===== config.mk =====
export PLATFORM = sky130hd
export DESIGN_NAME = distance_vector_route_update_top
export DESIGN_NICKNAME = d
export VERILOG_FILES = /design/src/sv/dvru_pkg.sv /design/src/sv/distance_vector_route_update_top.sv /design/src/sv/dvru_ram.sv /design/src/sv/dvru_seq.sv
export SDC_FILE = /design/constraint.sdc
export NUM_CORES = 2
export LEC_CHECK = 0
export BUFFER_PORTS_ARGS = -buffer_cell sky130_fd_sc_hd__buf_2
export CAP_MARGIN = 20
export CORE_ASPECT_RATIO = 0.8
export CORE_MARGIN = 4
export CORE_UTILIZATION = 40
export CTS_BUF_LIST = sky130_fd_sc_hd__clkbuf_4 sky130_fd_sc_hd__clkbuf_8
export CTS_CLUSTER_SIZE = 24
export DETAILED_ROUTE_END_ITERATION = 7
export PLACE_DENSITY = 0.53
export SYNTH_ARGS = -nofsm -noshare
export SYNTH_HDL_FRONTEND = slang
export SYNTH_HIERARCHICAL = 1
export SYNTH_SLANG_ARGS = --single-unit

===== constraint.sdc =====
create_clock -name clock -period 7.19 [get_ports clock]
set_input_delay 1.0785 -clock clock [delete_from_list [all_inputs] [get_ports clock]]
set_output_delay 1.0785 -clock clock [all_outputs]
set_load 0.05 [all_outputs]

===== src/sv/dvru_pkg.sv =====
package dvru_pkg;

   localparam int unsigned COST_INFINITY = 16;
   localparam int unsigned COST_ADJACENT = 1;
   localparam int unsigned COST_W        = 5;
   localparam int unsigned ADDR_W        = 32;

   localparam logic MODE_ADVERTISED = 1'b0;
   localparam logic MODE_LOCAL      = 1'b1;

   typedef enum logic [1:0] {
      ST_IDLE,
      ST_SCAN,
      ST_RESP
   } state_type;

   // one advertised entry as latched at the start of its table sweep
   typedef struct packed {
      logic                 mode;
      logic [ADDR_W-1:0]    adv_dest;
      logic [ADDR_W-1:0]    adv_interface;
      logic [COST_W-1:0]    adv_cost;
      logic [ADDR_W-1:0]    sender_addr;
      logic [ADDR_W-1:0]    recv_interface;
      logic                 last_entry;
   } item_type;

   // stored route, dest in the lowest bits
   typedef struct packed {
      logic [COST_W-1:0]    cost;
      logic [ADDR_W-1:0]    interface_addr;
      logic [ADDR_W-1:0]    next_hop;
      logic [ADDR_W-1:0]    dest;
   } route_type;

   // result flags, entry_changed in bit 0
   typedef struct packed {
      logic                 send_update;
      logic                 dropped_full;
      logic                 entry_changed;
   } result_type;

endpackage


===== src/sv/distance_vector_route_update_top.sv =====
// Route table update for a distance-vector router.
// req channel: one advertised route entry per beat. tuser carries the mode
// (0 merge an advertised entry, 1 install a local route), tlast marks the
// final entry of an advertisement message.
// rsp channel: exactly one beat per request beat, in order, with the flags
// entry_changed, dropped_full and send_update (send_update only on tlast).
// Each entry sweeps the stored routes through one table RAM, one entry read
// per cycle with the compare on the registered read data. The sweep ends at
// the first stored route with a matching dest, or after the last stored route
// when none matches; the next request is taken only once the result has left
// for the output register.
// req_tready is high only while no entry is being worked on. A finished
// result sits in the output register; when the receiver stalls the block
// still takes one more request and holds its result until the register
// drains.
// Synchronous reset empties the table (fill count to zero) and clears the
// pending-change flag; route contents are not cleared.
module distance_vector_route_update_top #(
   parameter int unsigned TABLE_ENTRIES = 32
) (
   input  logic          clock,
   input  logic          reset,
   input  logic          req_tvalid,
   output logic          req_tready,
   // adv_dest[31:0], adv_interface[63:32], adv_cost[68:64],
   // sender_addr[100:69], recv_interface[132:101], zero pad
   input  logic [135:0]  req_tdata,
   // mode[0]
   input  logic [0:0]    req_tuser,
   input  logic          req_tlast,
   output logic          rsp_tvalid,
   input  logic          rsp_tready,
   // entry_changed[0], dropped_full[1], send_update[2], zero pad
   output logic [7:0]    rsp_tdata
);
   import dvru_pkg::*;

   item_type    item;
   result_type  res;
   logic        res_valid;
   logic        seq_ready;
   logic        slot_free;
   logic        rsp_valid_ff, rsp_valid_in;
   result_type  rsp_ff, rsp_in;

   assign item.mode           = req_tuser[0];
   assign item.adv_dest       = req_tdata[31:0];
   assign item.adv_interface  = req_tdata[63:32];
   assign item.adv_cost       = req_tdata[68:64];
   assign item.sender_addr    = req_tdata[100:69];
   assign item.recv_interface = req_tdata[132:101];
   assign item.last_entry     = req_tlast;

   assign slot_free  = !rsp_valid_ff || rsp_tready;
   assign req_tready = seq_ready;

   dvru_seq #(
      .TABLE_ENTRIES (TABLE_ENTRIES)
   ) u_seq (
      .clock     (clock),
      .reset     (reset),
      .start     (req_tvalid && seq_ready),
      .item      (item),
      .slot_free (slot_free),
      .ready     (seq_ready),
      .res_valid (res_valid),
      .res       (res)
   );

   always_comb begin
      rsp_valid_in = rsp_valid_ff;
      rsp_in       = rsp_ff;
      if (rsp_valid_ff && rsp_tready) begin
         rsp_valid_in = 1'b0;
      end
      if (res_valid) begin
         rsp_valid_in = 1'b1;
         rsp_in       = res;
      end
   end

   always_ff @(posedge clock) begin
      if (reset) begin
         rsp_valid_ff <= 1'b0;
      end else begin
         rsp_valid_ff <= rsp_valid_in;
      end
      rsp_ff <= rsp_in;
   end

   assign rsp_tvalid = rsp_valid_ff;
   assign rsp_tdata  = {5'b0, rsp_ff};

endmodule


===== src/sv/dvru_ram.sv =====
module dvru_ram #(
   parameter int unsigned WIDTH = 8,
   parameter int unsigned DEPTH = 32
) (
   input  logic                       clock,
   input  logic                       wr_en,
   input  logic [$clog2(DEPTH)-1:0]   wr_addr,
   input  logic [WIDTH-1:0]           wr_data,
   input  logic [$clog2(DEPTH)-1:0]   rd_addr,
   output logic [WIDTH-1:0]           rd_data
);

   logic [WIDTH-1:0] mem_ff [DEPTH];
   logic [WIDTH-1:0] rd_data_ff;

   always_ff @(posedge clock) begin
      if (wr_en) begin
         mem_ff[wr_addr] <= wr_data;
      end
      rd_data_ff <= mem_ff[rd_addr];
   end

   assign rd_data = rd_data_ff;

endmodule


===== src/sv/dvru_seq.sv =====
module dvru_seq #(
   parameter int unsigned TABLE_ENTRIES = 32
) (
   input  logic                  clock,
   input  logic                  reset,
   input  logic                  start,
   input  dvru_pkg::item_type    item,
   input  logic                  slot_free,
   output logic                  ready,
   output logic                  res_valid,
   output dvru_pkg::result_type  res
);
   import dvru_pkg::*;

   localparam int unsigned IDXW = (TABLE_ENTRIES > 1) ? $clog2(TABLE_ENTRIES) : 1;
   localparam int unsigned CNTW = $clog2(TABLE_ENTRIES + 1);
   localparam int unsigned RW   = $bits(route_type);

   state_type        state_ff, state_in;
   item_type         item_ff, item_in;
   logic [CNTW-1:0]  count_ff, count_in;
   logic [CNTW-1:0]  iss_ff, iss_in;
   logic             chk_vld_ff, chk_vld_in;
   logic [IDXW-1:0]  chk_idx_ff, chk_idx_in;
   logic             wr_ff, wr_in;
   logic [IDXW-1:0]  wr_addr_ff, wr_addr_in;
   route_type        wr_data_ff, wr_data_in;
   logic             changed_ff, changed_in;
   logic             dropped_ff, dropped_in;
   logic             mm_ff, mm_in;

   logic [IDXW-1:0]  rd_addr;
   logic [RW-1:0]    rd_raw;
   route_type        rd_route;
   logic             hit;
   logic             issuing;
   logic [COST_W:0]  cost_sum;
   logic [COST_W-1:0] cost_adv;
   logic [COST_W-1:0] cost_local;
   logic [COST_W-1:0] cost_new;
   logic             adjacent;

   dvru_ram #(
      .WIDTH (RW),
      .DEPTH (TABLE_ENTRIES)
   ) u_table (
      .clock   (clock),
      .wr_en   (state_ff == ST_RESP && wr_ff),
      .wr_addr (wr_addr_ff),
      .wr_data (wr_data_ff),
      .rd_addr (rd_addr),
      .rd_data (rd_raw)
   );

   assign rd_route = route_type'(rd_raw);

   assign cost_sum   = {1'b0, item_ff.adv_cost} + (COST_W+1)'(1);
   assign cost_adv   = (cost_sum > (COST_W+1)'(COST_INFINITY)) ?
                       COST_W'(COST_INFINITY) : cost_sum[COST_W-1:0];
   assign cost_local = (item_ff.adv_cost > COST_W'(COST_INFINITY)) ?
                       COST_W'(COST_INFINITY) : item_ff.adv_cost;
   assign cost_new   = (item_ff.mode == MODE_LOCAL) ? cost_local : cost_adv;
   assign adjacent   = (item_ff.adv_dest == item_ff.adv_interface);

   // entries below the fill count are the valid ones, as routes are never removed
   assign issuing = (iss_ff != count_ff);
   assign hit     = chk_vld_ff && (rd_route.dest == item_ff.adv_dest);
   assign rd_addr = iss_ff[IDXW-1:0];

   always_ff @(posedge clock) begin
      if (reset) begin
         state_ff   <= ST_IDLE;
         count_ff   <= '0;
         chk_vld_ff <= 1'b0;
         wr_ff      <= 1'b0;
         mm_ff      <= 1'b0;
      end else begin
         state_ff   <= state_in;
         count_ff   <= count_in;
         chk_vld_ff <= chk_vld_in;
         wr_ff      <= wr_in;
         mm_ff      <= mm_in;
      end
      item_ff    <= item_in;
      iss_ff     <= iss_in;
      chk_idx_ff <= chk_idx_in;
      wr_addr_ff <= wr_addr_in;
      wr_data_ff <= wr_data_in;
      changed_ff <= changed_in;
      dropped_ff <= dropped_in;
   end

   always_comb begin
      state_in   = state_ff;
      item_in    = item_ff;
      count_in   = count_ff;
      iss_in     = iss_ff;
      chk_vld_in = 1'b0;
      chk_idx_in = chk_idx_ff;
      wr_in      = wr_ff;
      wr_addr_in = wr_addr_ff;
      wr_data_in = wr_data_ff;
      changed_in = changed_ff;
      dropped_in = dropped_ff;
      mm_in      = mm_ff;
      ready      = 1'b0;
      res_valid  = 1'b0;
      res        = '0;

      unique case (state_ff)
         ST_IDLE: begin
            ready = 1'b1;
            if (start) begin
               item_in  = item;
               iss_in   = '0;
               state_in = ST_SCAN;
            end
         end
         ST_SCAN: begin
            wr_data_in.dest           = item_ff.adv_dest;
            wr_data_in.next_hop       = item_ff.sender_addr;
            wr_data_in.interface_addr = item_ff.recv_interface;
            wr_data_in.cost           = cost_new;
            dropped_in                = 1'b0;
            if (hit) begin
               // first matching route, decide on the data just read
               wr_addr_in = chk_idx_ff;
               state_in   = ST_RESP;
               if (item_ff.mode == MODE_LOCAL) begin
                  wr_in      = 1'b1;
                  changed_in = 1'b1;
               end else if (adjacent) begin
                  wr_data_in.cost = COST_W'(COST_ADJACENT);
                  wr_in           = 1'b1;
                  changed_in      = 1'b0;
               end else if (rd_route.cost > cost_adv ||
                            (rd_route.next_hop == item_ff.sender_addr &&
                             rd_route.cost != cost_adv)) begin
                  wr_in      = 1'b1;
                  changed_in = 1'b1;
               end else begin
                  wr_in      = 1'b0;
                  changed_in = 1'b0;
               end
            end else if (!issuing) begin
               state_in   = ST_RESP;
               wr_addr_in = count_ff[IDXW-1:0];
               if (count_ff < CNTW'(TABLE_ENTRIES)) begin
                  wr_in      = 1'b1;
                  changed_in = 1'b1;
                  count_in   = count_ff + CNTW'(1);
               end else begin
                  wr_in      = 1'b0;
                  changed_in = 1'b0;
                  dropped_in = 1'b1;
               end
            end else begin
               chk_vld_in = 1'b1;
               chk_idx_in = iss_ff[IDXW-1:0];
               iss_in     = iss_ff + CNTW'(1);
            end
         end
         ST_RESP: begin
            if (slot_free) begin
               res_valid         = 1'b1;
               res.entry_changed = changed_ff;
               res.dropped_full  = dropped_ff;
               res.send_update   = item_ff.last_entry && (mm_ff || changed_ff);
               mm_in             = item_ff.last_entry ? 1'b0 : (mm_ff || changed_ff);
               wr_in             = 1'b0;
               state_in          = ST_IDLE;
            end
         end
         default: begin
            state_in = ST_IDLE;
         end
      endcase
   end

   a_count_bound: assert property (@(posedge clock) disable iff (reset)
      count_ff <= CNTW'(TABLE_ENTRIES))
      else $error("route count beyond table size");

   a_count_step: assert property (@(posedge clock) disable iff (reset)
      count_ff != $past(count_ff) |-> $past(state_ff) == ST_SCAN &&
         count_ff == $past(count_ff) + CNTW'(1))
      else $error("route count moved outside an insert");

   a_scan_range: assert property (@(posedge clock) disable iff (reset)
      state_ff == ST_SCAN |-> iss_ff <= count_ff)
      else $error("sweep ran past the filled entries");

   a_start_scan: assert property (@(posedge clock) disable iff (reset)
      state_ff == ST_IDLE && start |=> state_ff == ST_SCAN)
      else $error("accepted beat did not start a sweep");

   a_drop_only_full: assert property (@(posedge clock) disable iff (reset)
      res_valid && res.dropped_full |-> count_ff == CNTW'(TABLE_ENTRIES) &&
         !res.entry_changed)
      else $error("insert dropped while table has room");

endmodule

==> results.txt <==
The combined area of all synthesized cells came out at 93940 um2. The cell total after placement came out at 7645. The maximum fanout along the worst path came out at 5. The detailed-route wire length came out at 266300 um. The post-route antenna net violation count came out at 0. The horizontal die dimension came out at 549.8 um.

The fraction of layout cells with a size suffix above 1 came out at 0.2324. Across the run, the number of max-cap violations was 0. The area growth from synthesis to layout is 13.18%. The number of antenna violations at the first check in global routing came out at 13.

The effective utilization at floorplan is 0.4037. The clock-pin transition on the worst setup and hold timing paths is 0.07 ns. The vertical die dimension came out at 441.5 um. The total buffers and inverters traversed by the critical path is 0. The HPWL after detailed placement is 131900 um. The total number of clock tree sinks is 2482.

The count of boundary I/O pins came out at 152. The die footprint is 242700 um2. The run finished with clean final reports. The total iterations of the first detailed-routing run is 8.

The slew at the pin closest to its max-slew limit came out at 1.179 ns. The maximum number of pins on one net before global-route repair came out at 117. The slowest stage of the critical path is the sky130_fd_sc_hd__nor3_1 cell. Walking the worst path, the cells encountered are ha_1 > nand2_1 > a21oi_1 > mux2i_1 > nand2_1 > ha_1 > a21oi_1 > nor2_1 > a2111oi_0 > nor3_1 > nor3_1 > a21oi_1. The final period utilization is 0.5457. The area of the core came out at 232700 um2.

The mean instance size in the synthesized netlist came out at 20.29 um2. The max-slew violation count is 0. The count of hold-fix buffers inserted at cts came out at 0. After floorplanning, the core was divided into 158 placement rows. The via count of the first global-routing pass came to 47600. Grouping stages by cell kind, the critical path spends the most delay in simple AND/OR/NAND/NOR gates. For this run, the post-layout net count is 5074.

The number of violations reported at the end of detailed-routing iteration 0 is 5774. Based on the critical path, the design can be clocked at up to 254.9 MHz. Post-CTS repair changed the size of 0 cells. The cell sitting at the root of the clock tree is a sky130_fd_sc_hd__clkbuf_8. The wire length of the first global-routing pass came out at 367000 um. Dividing the detail-routed wire length by the instance count gives 31.80 um.

TritonCTS built the clock tree. The critical path is of the flop to flop type. By instance count, the cell type seen most on the critical path is sky130_fd_sc_hd__a21oi_1. The count of endpoints failing hold in the final timing report is 0. The number of buffers on the longest clock path came out at 4.

The worst clock skew is 0.05492 ns. Synthesis produced a netlist whose cell count is 4630. The total power divided by cell area came out at 307.6 nW/um2. The leftover overflow at the end of global routing came out at 0. The number of buffers created by CTS is 392. The tightest hold margin came out at 0.2574 ns. The tightest min-delay check is of the primary input to flop type. The critical path data arrival time is 4.59 ns. The maximum cell stage delay along the critical path is 0.87 ns. The number of I/O port buffers is 111. The routability congestion estimate is 0.7609.

For this block, the via count after detailed routing is 47180. The average vias per placed instance came out at 5.634. The required time of the worst setup path is 7.86 ns. The worst pin sits at a relative slew slack of 0.2139. The count of final setup violators came out at 0. The post-layout minimum cycle time came out at 3.923 ns.

The number of warnings issued by yosys came out at 6. The worst-case IR drop observed on VDD is 140.9 uV. The total setup buffers inserted after CTS came out at 0. The clock latency of the later-clocked register in the worst-skew pair is 1.01 ns. Summed over all failing endpoints, the final setup total negative slack is 0 ns. The sort of element at the start of the critical path is a flop. Setup repair after global routing left no endpoint under its margin.

The global routing usage summed across all routing layers is 0.2158. The worst setup path is captured at a flop. Summed over all cells, the static leakage comes to 34.03 nW. The number of standard cells in the final layout excluding fillers is 8374. The remaining design rule violation count came out at 0. The number of filler cells placed in the layout is 19750. The H-tree generated during clock tree synthesis spans 5 levels.
[sequential cells by signal (all words and copies together), names as in the netlist]
register / count
u_seq/iss_ff: 6
u_seq/state_ff: 2
rsp_tdata: 3
u_seq/chk_vld_ff: 1
u_seq/changed_ff: 1
u_seq/u_table/mem_ff: 2208
u_seq/count_ff: 6
u_seq/mm_ff: 1
u_seq/dropped_ff: 1
u_seq/wr_ff: 1
rsp_tvalid: 1
u_seq/wr_data_ff: 69
u_seq/wr_addr_ff: 5
u_seq/chk_idx_ff: 5
u_seq/u_table/rd_data: 69
u_seq/item_ff: 103
[layer usage]
metal	vias to the layer above	global-route usage	part of all wire
met5	-	0	0.000045
met4	2	0.07120	0.030
met3	438	0.05234	0.087
met2	2112	0.3230	0.45
met1	25010	0.3112	0.44
li1	19620	-	-
[power breakdown]
group          switching [mW]  internal (mW)
logic                    2.35           1.44
registers               0.485           16.3
clock network            5.57           6.52
[area by class of cell]
type,instances,area (um2),share of cell area
timing repair buffer,220,1888,0.01776
antenna,9,22.52,0.0002118
clock inverter,152,1027,0.009662
sequential,2482,73720,0.6934
clock buffer,564,6830,0.06424
multi-input combinational,1814,18870,0.1775
inverter,13,58.81,0.0005531
tap,3120,3904,0.03672
[final timing paths]
check | startpoint | endpoint | slack (ns) | cells after the start
setup / recovery | u_seq/item_ff[66] | u_seq/changed_ff | 3.27 | 12
hold / removal | req_tdata[94] | u_seq/item_ff[58] | 0.26 | 1
setup reg to reg | u_seq/item_ff[66] | u_seq/changed_ff | 3.27 | 12
hold reg to reg | u_seq/item_ff[0] | u_seq/mm_ff | 0.49 | 1
[through the flow]
step	util	setup WS, ns	total power [mW]	instance area [um2]
2_1_floorplan	-	2.450	19.43	93960
6_report	0.4569	3.267	32.70	106300
3_5_place_dp	0.4228	3.461	20.91	98380
4_1_cts	0.4566	3.393	32.99	106200
5_1_grt	0.4568	3.084	33.95	106300
3_3_place_gp	0.4225	3.460	20.89	98310
[placed cells by master, fill, tap and decap left out, drive strengths merged, types with 39 or more instances in the layout]
cell type	instances
a22oi	352
a31oi	39
buf	220
clkbuf	564
clkinv	127
dfxtp	81
edfxtp	2401
mux2i	538
mux4	284
nand3	140
nand4	51
nor2	69
xnor2	71
[worst reg2reg max path, stage by stage, from the launching register on]
cell and delay [ns]:
sky130_fd_sc_hd__edfxtp_1 0.46, sky130_fd_sc_hd__ha_1 0.27, sky130_fd_sc_hd__nand2_1 0.09, sky130_fd_sc_hd__a21oi_1 0.22, sky130_fd_sc_hd__mux2i_1 0.21, sky130_fd_sc_hd__nand2_1 0.10, sky130_fd_sc_hd__ha_1 0.30, sky130_fd_sc_hd__a21oi_1 0.15
sky130_fd_sc_hd__nor2_1 0.06, sky130_fd_sc_hd__a2111oi_0 0.73, sky130_fd_sc_hd__nor3_1 0.13, sky130_fd_sc_hd__nor3_1 0.87, sky130_fd_sc_hd__a21oi_1 0.07
No activity file was read; power rests on OpenSTA's default activity.
